==> src/rtl/core/assert_macros.svh <==
// Assertion macros for the RTL of the array block; the request sequencer (iaid_ctrl) includes them.
`ifndef ASSERT_MACROS_SVH
`define ASSERT_MACROS_SVH

`ifndef NO_ASSERTIONS

// Clocked check, disabled while the active-low reset is asserted.
`define ASSERT_SYNC(lbl, clk, rst_n, prop) \
    lbl: assert property (@(posedge clk) disable iff (!rst_n) (prop)) \
        else $error("assertion failed");

// Clocked check that also holds during reset.
`define ASSERT_ALWAYS(lbl, clk, prop) \
    lbl: assert property (@(posedge clk) (prop)) \
        else $error("assertion failed");

`else

`define ASSERT_SYNC(lbl, clk, rst_n, prop)
`define ASSERT_ALWAYS(lbl, clk, prop)

`endif

`endif

==> src/rtl/core/iaid_pkg.sv <==
// Types and constants shared by the indexed array blocks.
`timescale 1ns / 1ps
`default_nettype none

package iaid_pkg;

    localparam int unsigned DEPTH_DEF   = 256;
    localparam int unsigned KIND_W      = 2;
    localparam int unsigned POS_W       = 9;
    localparam int unsigned WORD_W      = 32;
    localparam int unsigned STATUS_W    = 2;
    localparam int unsigned COUNT_W     = 9;
    localparam int unsigned IN_TDATA_W  = 48;
    localparam int unsigned IN_TUSER_W  = 2;
    localparam int unsigned OUT_TDATA_W = 16;

    typedef enum logic [KIND_W-1:0] {
        KIND_INSERT = 2'd0,
        KIND_APPEND = 2'd1,
        KIND_DELETE = 2'd2,
        KIND_QUERY  = 2'd3
    } t_kind;

    typedef enum logic [STATUS_W-1:0] {
        ST_DONE  = 2'd0,
        ST_RANGE = 2'd1,
        ST_FULL  = 2'd2
    } t_status;

    typedef struct packed {
        t_kind                     kind;
        logic [POS_W-1:0]          position;
        logic signed [WORD_W-1:0]  word;
    } t_req;

    // status sits in the low bits
    typedef struct packed {
        logic [COUNT_W-1:0] count;
        logic               found;
        t_status            status;
    } t_result;

endpackage

`default_nettype wire

==> src/rtl/core/iaid_ctrl.sv <==
// Request sequencer: decodes a request and walks the store to shift or search.
`timescale 1ns / 1ps
`default_nettype none

`include "assert_macros.svh"

module iaid_ctrl #(
    parameter int unsigned DEPTH = iaid_pkg::DEPTH_DEF,
    parameter int unsigned AW    = $clog2(DEPTH),
    parameter int unsigned CW    = $clog2(DEPTH + 1)
) (
    input  wire logic                          i_clk,
    input  wire logic                          i_rst_n,
    input  wire iaid_pkg::t_req                i_req,
    input  wire logic                          i_req_valid,
    output logic                               o_req_ready,
    output iaid_pkg::t_result                  o_res,
    output logic                               o_res_valid,
    input  wire logic                          i_res_ready,
    output logic                               o_mem_we,
    output logic      [AW-1:0]                 o_mem_waddr,
    output logic      [iaid_pkg::WORD_W-1:0]   o_mem_wdata,
    output logic                               o_mem_re,
    output logic      [AW-1:0]                 o_mem_raddr,
    input  wire logic [iaid_pkg::WORD_W-1:0]   i_mem_rdata
);
    import iaid_pkg::*;

    localparam int unsigned XW = ((CW > POS_W) ? CW : POS_W) + 1;

    typedef enum logic [2:0] {
        S_IDLE,
        S_SHIFT,
        S_DRAIN,
        S_PUT,
        S_REPLY
    } t_state;

    t_state            r_state,   n_state;
    logic [CW-1:0]     r_used,    n_used;
    logic              r_rd_vld,  n_rd_vld;
    t_kind             r_op,      n_op;
    logic [AW-1:0]     r_pos,     n_pos;
    logic [AW-1:0]     r_ptr,     n_ptr;
    logic [AW-1:0]     r_end,     n_end;
    logic [AW-1:0]     r_rd_addr, n_rd_addr;
    logic [WORD_W-1:0] r_word,    n_word;
    logic              r_found,   n_found;
    t_status           r_status,  n_status;

    logic [XW-1:0]     pos_x;
    logic [XW-1:0]     used_x;
    logic [CW-1:0]     used_m1;
    logic              full;

    assign pos_x   = XW'(i_req.position);
    assign used_x  = XW'(r_used);
    assign used_m1 = r_used - CW'(1);
    assign full    = (r_used == CW'(DEPTH));

    always_comb begin
        n_state     = r_state;
        n_used      = r_used;
        n_op        = r_op;
        n_pos       = r_pos;
        n_ptr       = r_ptr;
        n_end       = r_end;
        n_word      = r_word;
        n_found     = r_found;
        n_status    = r_status;
        n_rd_vld    = 1'b0;
        n_rd_addr   = r_ptr;
        o_mem_we    = 1'b0;
        o_mem_waddr = r_rd_addr;
        o_mem_wdata = i_mem_rdata;
        o_mem_re    = 1'b0;
        o_mem_raddr = r_ptr;

        // write back or compare the word read in the previous cycle
        if (r_rd_vld) begin
            case (r_op)
                KIND_INSERT: begin
                    o_mem_we    = 1'b1;
                    o_mem_waddr = r_rd_addr + AW'(1);
                end
                KIND_DELETE: begin
                    o_mem_we    = 1'b1;
                    o_mem_waddr = r_rd_addr - AW'(1);
                end
                KIND_QUERY: begin
                    if (i_mem_rdata == r_word) begin
                        n_found = 1'b1;
                    end
                end
                default: begin
                end
            endcase
        end

        unique case (r_state)
            S_IDLE: begin
                if (i_req_valid) begin
                    n_op     = i_req.kind;
                    n_word   = i_req.word;
                    n_found  = 1'b0;
                    n_status = ST_DONE;
                    n_state  = S_REPLY;
                    unique case (i_req.kind)
                        KIND_INSERT: begin
                            n_pos = pos_x[AW-1:0];
                            n_end = pos_x[AW-1:0];
                            n_ptr = used_m1[AW-1:0];
                            if (pos_x > used_x) begin
                                n_status = ST_RANGE;
                            end else if (full) begin
                                n_status = ST_FULL;
                            end else if (pos_x == used_x) begin
                                n_state = S_PUT;
                            end else begin
                                n_state = S_SHIFT;
                            end
                        end
                        KIND_APPEND: begin
                            n_pos = r_used[AW-1:0];
                            if (full) begin
                                n_status = ST_FULL;
                            end else begin
                                n_state = S_PUT;
                            end
                        end
                        KIND_DELETE: begin
                            n_ptr = pos_x[AW-1:0] + AW'(1);
                            n_end = used_m1[AW-1:0];
                            if (pos_x >= used_x) begin
                                n_status = ST_RANGE;
                            end else if (pos_x + XW'(1) == used_x) begin
                                n_used = used_m1;
                            end else begin
                                n_state = S_SHIFT;
                            end
                        end
                        KIND_QUERY: begin
                            n_ptr = '0;
                            n_end = used_m1[AW-1:0];
                            if (r_used != '0) begin
                                n_state = S_SHIFT;
                            end
                        end
                        default: begin
                        end
                    endcase
                end
            end
            S_SHIFT: begin
                o_mem_re  = 1'b1;
                n_rd_vld  = 1'b1;
                if (r_ptr == r_end) begin
                    n_state = S_DRAIN;
                end else if (r_op == KIND_INSERT) begin
                    n_ptr = r_ptr - AW'(1);
                end else begin
                    n_ptr = r_ptr + AW'(1);
                end
            end
            S_DRAIN: begin
                if (r_op == KIND_INSERT) begin
                    n_state = S_PUT;
                end else begin
                    if (r_op == KIND_DELETE) begin
                        n_used = used_m1;
                    end
                    n_state = S_REPLY;
                end
            end
            S_PUT: begin
                o_mem_we    = 1'b1;
                o_mem_waddr = r_pos;
                o_mem_wdata = r_word;
                n_used      = r_used + CW'(1);
                n_state     = S_REPLY;
            end
            S_REPLY: begin
                if (i_res_ready) begin
                    n_state = S_IDLE;
                end
            end
            default: begin
                n_state = S_IDLE;
            end
        endcase
    end

    always_ff @(posedge i_clk) begin
        if (!i_rst_n) begin
            r_state  <= S_IDLE;
            r_used   <= '0;
            r_rd_vld <= 1'b0;
        end else begin
            r_state  <= n_state;
            r_used   <= n_used;
            r_rd_vld <= n_rd_vld;
        end
        r_op      <= n_op;
        r_pos     <= n_pos;
        r_ptr     <= n_ptr;
        r_end     <= n_end;
        r_rd_addr <= n_rd_addr;
        r_word    <= n_word;
        r_found   <= n_found;
        r_status  <= n_status;
    end

    logic [XW-1:0] count_x;
    assign count_x = XW'(r_used);

    assign o_req_ready  = (r_state == S_IDLE);
    assign o_res_valid  = (r_state == S_REPLY);
    assign o_res.status = r_status;
    assign o_res.found  = r_found;
    assign o_res.count  = count_x[COUNT_W-1:0];

    `ASSERT_SYNC(a_used_bound, i_clk, i_rst_n, r_used <= CW'(DEPTH))
    `ASSERT_SYNC(a_put_port_free, i_clk, i_rst_n, (r_state == S_PUT) |-> !r_rd_vld)
    `ASSERT_SYNC(a_used_steady, i_clk, i_rst_n,
        (r_state == S_SHIFT || r_state == S_REPLY) |=> (r_used == $past(r_used)))
    `ASSERT_SYNC(a_reply_drained, i_clk, i_rst_n, (r_state == S_REPLY) |-> !r_rd_vld)

endmodule

`default_nettype wire

==> config.mk <==
export PLATFORM = sky130hd
export DESIGN_NAME = iaid_ctrl
export DESIGN_NICKNAME = d
export VERILOG_FILES = /design/src/rtl/core/iaid_pkg.sv /design/src/rtl/core/iaid_ctrl.sv
export VERILOG_INCLUDE_DIRS = /design/src /design/src/rtl/core
export SDC_FILE = /design/constraint.sdc
export NUM_CORES = 1
export LEC_CHECK = 0
export ABC_AREA = 1
export BUFFER_PORTS_ARGS = -buffer_cell sky130_fd_sc_hd__clkbuf_2
export CAP_MARGIN = 20
export CORE_MARGIN = 1.5
export CORE_UTILIZATION = 25
export CTS_CLUSTER_DIAMETER = 30
export DETAILED_ROUTE_END_ITERATION = 8
export HOLD_SLACK_MARGIN = 0.15
export SLEW_MARGIN = 20
export SYNTH_ARGS = -nofsm -noshare
export SYNTH_HDL_FRONTEND = slang
export SYNTH_SLANG_ARGS = --single-unit
==> constraint.sdc <==
create_clock -name i_clk -period 3.3 [get_ports i_clk]
set_input_delay 0.33 -clock i_clk [delete_from_list [all_inputs] [get_ports i_clk]]
set_output_delay 0.33 -clock i_clk [all_outputs]
set_load 0.005 [all_outputs]
==> flow_summary.yaml, run 1 <==
status:
  status: "completed"
die:
  boundaryPins: 143
  rows: 54
  core_um2: 21760
  die_x_um: 151.5
  start_util: 0.2533
  fp.dieH_um: 151.5
  dieArea_um2: 22950
clocking:
  root_buffer: "clkbuf_16"
  clk-insertion-delay-late_ns: 0.35
  cts_buffers: 9
  cts-htree-levels: 3
  cts.sinks: 82
  clock_path_buffers: 2
  clk_pin_slew_ns: 0.06
  cts_tree: "yes"
sta:
  holdWs_ns: 0.1656
  finalSetupViolCount: 0
  finalCritPeriodShare: 0.8700
  worst_pin_slew_ns: 0.9228
  finalHoldViolCount: 0
  clock_skew_ns: 0.01274
  worst_slack_ns: 0.4289
  rsz0062_at_grt: "no"
  max_freq_ghz: 0.3483
  drv_slew: 0
  period_needed_ns: 2.871
  finalSetupTns_ns: 0
  timing.slew.headroom: 0.3848
global_route:
  grt_remaining_overflow: 0
  grt_pass1_wl_mm: 25.52
  grt_max_degree: 34
  grtUsageTotal: 0.1459
  grt_pass1_vias: 5004
  antenna_found_initial: 0
place:
  place_hpwl_mm: 13.29
  placed_cells_incl_taps: 1137
  place_ws_ns: 0.7491
  place.gp.congestion: 0.9336
  portBuffers: 142
  placed_area_um2: 6600
power:
  seq_power_share: 0.336
  p_per_area_nw_per_um2: 774.4
  p_comb_frac: 0.465
  power_mw: 5.483
  power_frac_clock: 0.199
  p_switching_mw: 2.273
  intPower_mw: 3.210
  switching_share: 0.4146
  power_leakage_nw: 3.270
  ir_drop_uv: 358.9
route:
  firstDrtPassIters: 5
  wire_per_inst_um: 14.20
  viasPerCell: 4.549
  drc: 0
  vias: 5318
  route.antenna.remaining_nets: 0
  wl_mm: 16.60
  drt_iter0_drc: 369
worst_setup_path:
  cp_slowest_cell: "edfxtp_1"
  cpPeakStageDelay_ns: 0.42
  cp-start-kind: "register"
  end_kind: "output pin"
  critical_path_class: "register to output pin"
  crit_arrival_ns: 2.54
  cp_max_fo: 5
  worstPathCellList: "nor2_1 -> inv_1 -> fa_1 -> o21ai_0 -> nand2_1 -> nand2_1 -> a21oi_1 -> nor2_1 -> o22ai_1 -> o21ai_0 -> clkbuf_2"
  required_ns: 2.97
synth:
  synth_top_area_share: 0.3269
  ys_ff_latch: 82
  synth.largest_area_cell: "edfxtp_1"
  synthesis.instances: 721
  ys.flop_type: "edfxtp_1"
  synth_fp_nets: 827
  synth_edf_count: 60
  ys_types: 41
  yosys_warnings: 0
  synth_seq_area_share: 0.4068
  syn_area_um2: 5512
  syn_avg_cell_area_um2: 7.644
  async_flop_share: 0
  ys_top_cells_by_area: "edfxtp_1 33%, nand2_1 15%, dfxtp_1 8.0%"
final_layout:
  drive_gt1_frac: 0.2137
  nets: 990
  diodes: 0
  area_growth_pct: 28.47
  final_core_util: 0.3255
  stdcell_area_um2: 7081
  final_cells: 1169
  fillers: 2333
job:
  drv_cap: 0
min_path:
  hold_class: "primary input to register"
flip-flops by register name, summed over array words and instances (netlist names), 2 cells and up:
name,flops
o_mem_raddr,8
r_end,8
r_op,2
r_pos,8
r_rd_addr,8
r_state,3
r_status,2
r_used,9
r_word,32
path summary, 6_finish.rpt:
kind                                start  slack [ns]  cells past startpoint              to
worst max-delay path              r_op[0]        0.43                     11  o_mem_waddr[6]
worst min-delay path            i_req[14]        0.17                      1      r_word[14]
worst max register to register  r_used[4]        0.80                     15       r_used[0]
worst min register to register    r_found        0.47                      2         r_found
critical path: cells and delay by family (launching register included):
family	cells	cell delay [ns]
buffers and inverters	2	0.24
adders and majority gates	1	0.40
AOI/OAI and AO/OA	4	0.59
and+or+nand+nor	4	0.55
DFF	1	0.42
synthesized netlist by cell type, types with 2 or more instances:
cell type	n
nand2_1	217
inv_1	77
edfxtp_1	60
o21ai_0	58
nor2_1	48
nand3_1	45
a21oi_1	28
ha_1	25
xor2_1	24
xnor2_1	23
dfxtp_1	22
nand4_1	16
clkbuf_1	12
or2_2	9
nor3_1	8
o22ai_1	6
clkinv_1	4
nand2_2	4
buf_1	3
nor2_4	3
o21bai_1	3
a211oi_1	2
buf_2	2
fa_1	2
nor4_1	2
o21ai_1	2
or4_1	2
power by group through the flow:
stage                     logic [mW]  clock network (mW)  registers [mW]
after floorplan                 1.66                   0            1.80
after global placement          2.51                   0            1.85
after detailed placement        2.53                   0            1.86
after CTS                       2.56                1.12            1.84
after global routing            2.89                1.17            1.89
final                           2.55                1.09            1.84
timing repair:
item	CTS	global route
hold buffers	12	4
buffers inserted	0	0
endpoints found under the hold margin	12	4
gates resized for setup	0	0
layout by cell type, fill, tap and decap left out, types with 24 or more instances in the layout:
cell and instances:
nand2_1 217, clkbuf_2 142, inv_1 77, edfxtp_1 60
o21ai_0 58, nor2_1 46, nand3_1 45, a21oi_1 28
ha_1 25, xor2_1 24
final cells by class:
class                   instances  area (µm²)  area share
repair buffers                171       968.4      0.1368
clock inverters                 6       91.34     0.01290
well taps                     280       350.3     0.04948
clock buffers                  10       229.0     0.03234
inverters                      81       304.0     0.04294
multi-input cells             539        2895      0.4089
flip-flops and latches         82        2242      0.3167
per-layer routing:
metal | track usage | vias up | share of wire
met4 | 0.05146 | 0 | 0.026
met2 | 0.2327 | 158 | 0.46
met3 | 0.03204 | 26 | 0.058
li1 | - | 2718 | -
met5 | 0 | - | 0
met1 | 0.1938 | 2416 | 0.46
cells by family after synthesis:
family / after synthesis / share of synthesized area
compound gates: 110 / 0.1099
buf+inv: 100 / 0.07060
flops: 82 / 0.4068
xor+xnor: 47 / 0.07469
fa+ha+maj: 27 / 0.06402
simple gates: 355 / 0.2740
Power figures use the tool's default switching activity.
==> inputs of run 2 (changes only) <==
--- a/config.mk
+++ b/config.mk
@@ -15,2 +15,3 @@
 export DETAILED_ROUTE_END_ITERATION = 8
+export GPL_TIMING_DRIVEN = 0
 export HOLD_SLACK_MARGIN = 0.15
==> constraint.sdc (replaced) <==
create_clock -name i_clk -period 3.3 [get_ports i_clk]
set_input_delay 0.825 -clock i_clk [delete_from_list [all_inputs] [get_ports i_clk]]
set_output_delay 0.825 -clock i_clk [all_outputs]
set_load 0.005 [all_outputs]
==> run 2 against run 1 <==
  * Clock power decreased by 9.6%
  * Critical endpoint is now o_mem_waddr[7]
  * Largest cell class unchanged
  * Core utilization decreased by 0.44 points
  * Combinational power increased by 2%
  * Final cell count decreased by 0.26%
==> flow_summary.yaml, run 2 (synthesis results as in run 1) <==
clocking:
  cts-htree-levels: 3
  clock_path_buffers: 2
  cts_buffers: 9
  clk_pin_slew_ns: 0.06
  cts_hold_buf: 0
  clk-insertion-delay-late_ns: 0.34
  cts_tree: "yes"
  root_buffer: "clkbuf_16"
  cts.sinks: 82
final_layout:
  drive_gt1_frac: 0.2249
  area.sequential_um2: 2242
  largest_reg_flops: 32
  largestRegisters: "r_word x32, r_used x9"
  nets: 986
  final_cell_mix: "217 x nand2_1, 147 x clkbuf_2, 76 x inv_1"
  multi_input_area_um2: 2930
  final_core_util: 0.3211
  fillers: 2344
  mostFrequentLayoutCell: "nand2_1"
  regMostFlops: "r_word"
  area_growth_pct: 26.74
sta:
  clock_skew_ns: 0.01509
  holdWs_ns: 0.4712
  drv_slew: 0
  worst_pin_slew_ns: 0.8788
  rsz0062_at_grt: "yes"
  finalHoldViolCount: 0
  finalSetupViolCount: 0
  period_needed_ns: 3.171
  max_freq_ghz: 0.3153
  finalCritPeriodShare: 0.9610
  timing.slew.headroom: 0.4141
global_route:
  grt_pass1_vias: 4822
  grtUsageTotal: 0.1448
  grt_remaining_overflow: 0
  antenna_found_initial: 0
  grt_pass1_wl_mm: 25.51
  grt_max_degree: 22
worst_setup_path:
  required_ns: 2.47
  cp-start-kind: "register"
  critical_path_class: "register to output pin"
  cp_max_fo: 7
  cp_slowest_cell: "edfxtp_1"
  cpPeakStageDelay_ns: 0.43
  crit_arrival_ns: 2.35
  worstPathCellList: "nor2_4 -> ha_2 -> a21oi_2 -> nand2_1 -> nand4_1 -> nand3_1 -> a31o_2 -> nand3_1 -> nand2_1 -> clkbuf_2"
  end_kind: "output pin"
power:
  power_leakage_nw: 3.223
  ir_drop_uv: 278.4
  p_per_area_nw_per_um2: 780.6
place:
  place_hpwl_mm: 13.51
  place.gp.congestion: 0.8788
  portBuffers: 142
route:
  viasPerCell: 4.557
  wire_per_inst_um: 14.49
  vias: 5313
  drt_iter0_drc: 358
  route.antenna.remaining_nets: 0
  drc: 0
  wl_mm: 16.90
  firstDrtPassIters: 6
die:
  dieArea_um2: 22950
  die_x_um: 151.5
  core_um2: 21760
  rows: 54
  start_util: 0.2533
  fp.dieH_um: 151.5
  boundaryPins: 143
status:
  status: "completed"
min_path:
  hold_class: "register to register"
job:
  drv_cap: 0
[run 2: changes by cell type in the layout (fill, tap and decap cells not counted), sizes merged]
cell	previous run	this run
bufinv	2	1
inv	78	77
clkinvlp	3	1
clkinv	4	7
dlygate4sd3	16	0
buf	13	12
clkbuf	152	166
diode	0	1
[run 2: worst max-delay path, delay by kind of cell, from the launching register on]
kind / cells / cell delay, ns
AND/OR/NAND/NOR: 6 / 0.70
flip-flops: 1 / 0.43
AO/OA/AOI/OAI: 2 / 0.40
adder cells (fa/ha/maj): 1 / 0.36
buffers and inverters: 1 / 0.12
[run 2: final cells by class]
type                       count  share of cell area
inverter                      81             0.04353
clock inverter                 5            0.008060
tap                          280             0.05015
sequential                    82              0.3210
multi-input combinational    539              0.4195
timing repair buffer         148              0.1111
clock buffer                  11             0.03332
buffer                        19             0.01308
antenna                        1           0.0003582
[run 2: routing by layer]
layer | vias up | wire, µm | part of all wire | GRT usage
met3 | 13 | 1161 | 0.069 | 0.02126
met4 | 0 | 198 | 0.012 | 0.03932
li1 | 2711 | - | - | -
met2 | 173 | 7874 | 0.47 | 0.2391
met5 | - | 0 | 0 | 0
met1 | 2416 | 7663 | 0.45 | 0.1966
[run 2: what timing repair did]
item,in CTS,in global routing
pin swaps,2,2
endpoints found under the hold margin,0,0
buffers inserted,1,4
endpoints found under the setup margin,17,18
resized for setup,5,15
[run 2: power breakdown]
| group | total (mW) | switching, mW | internal [mW] |
|---|---|---|---|
| Combinational | 2.60 | 1.58 | 1.02 |
| Clock | 0.985 | 0.400 | 0.585 |
| Sequential | 1.87 | 0.306 | 1.56 |
[run 2: stage by stage]
step	std cells	TNS, ns	cell area, µm²	setup WS [ns]	total power [mW]
global placement	1143	-7.325	6575	-0.3612	4.315
detailed placement	1144	-0.2735	6608	-0.2025	4.387
global route	1165	-0.03265	6983	-0.02170	5.888
finish	1166	0	6985	0.1288	5.453
floorplan	721	0	5514	0.4318	3.458
CTS	1161	0	6917	0.002918	5.416
[run 2: worst paths after layout]
| kind | startpoint | endpoint | slack [ns] | cells after the start |
|---|---|---|---|---|
| max | r_op[0] | o_mem_waddr[7] | 0.13 | 10 |
| min | r_found | r_found | 0.47 | 2 |
| max reg2reg | r_op[0] | o_mem_raddr[7] | 0.35 | 13 |
| min reg2reg | r_found | r_found | 0.47 | 2 |
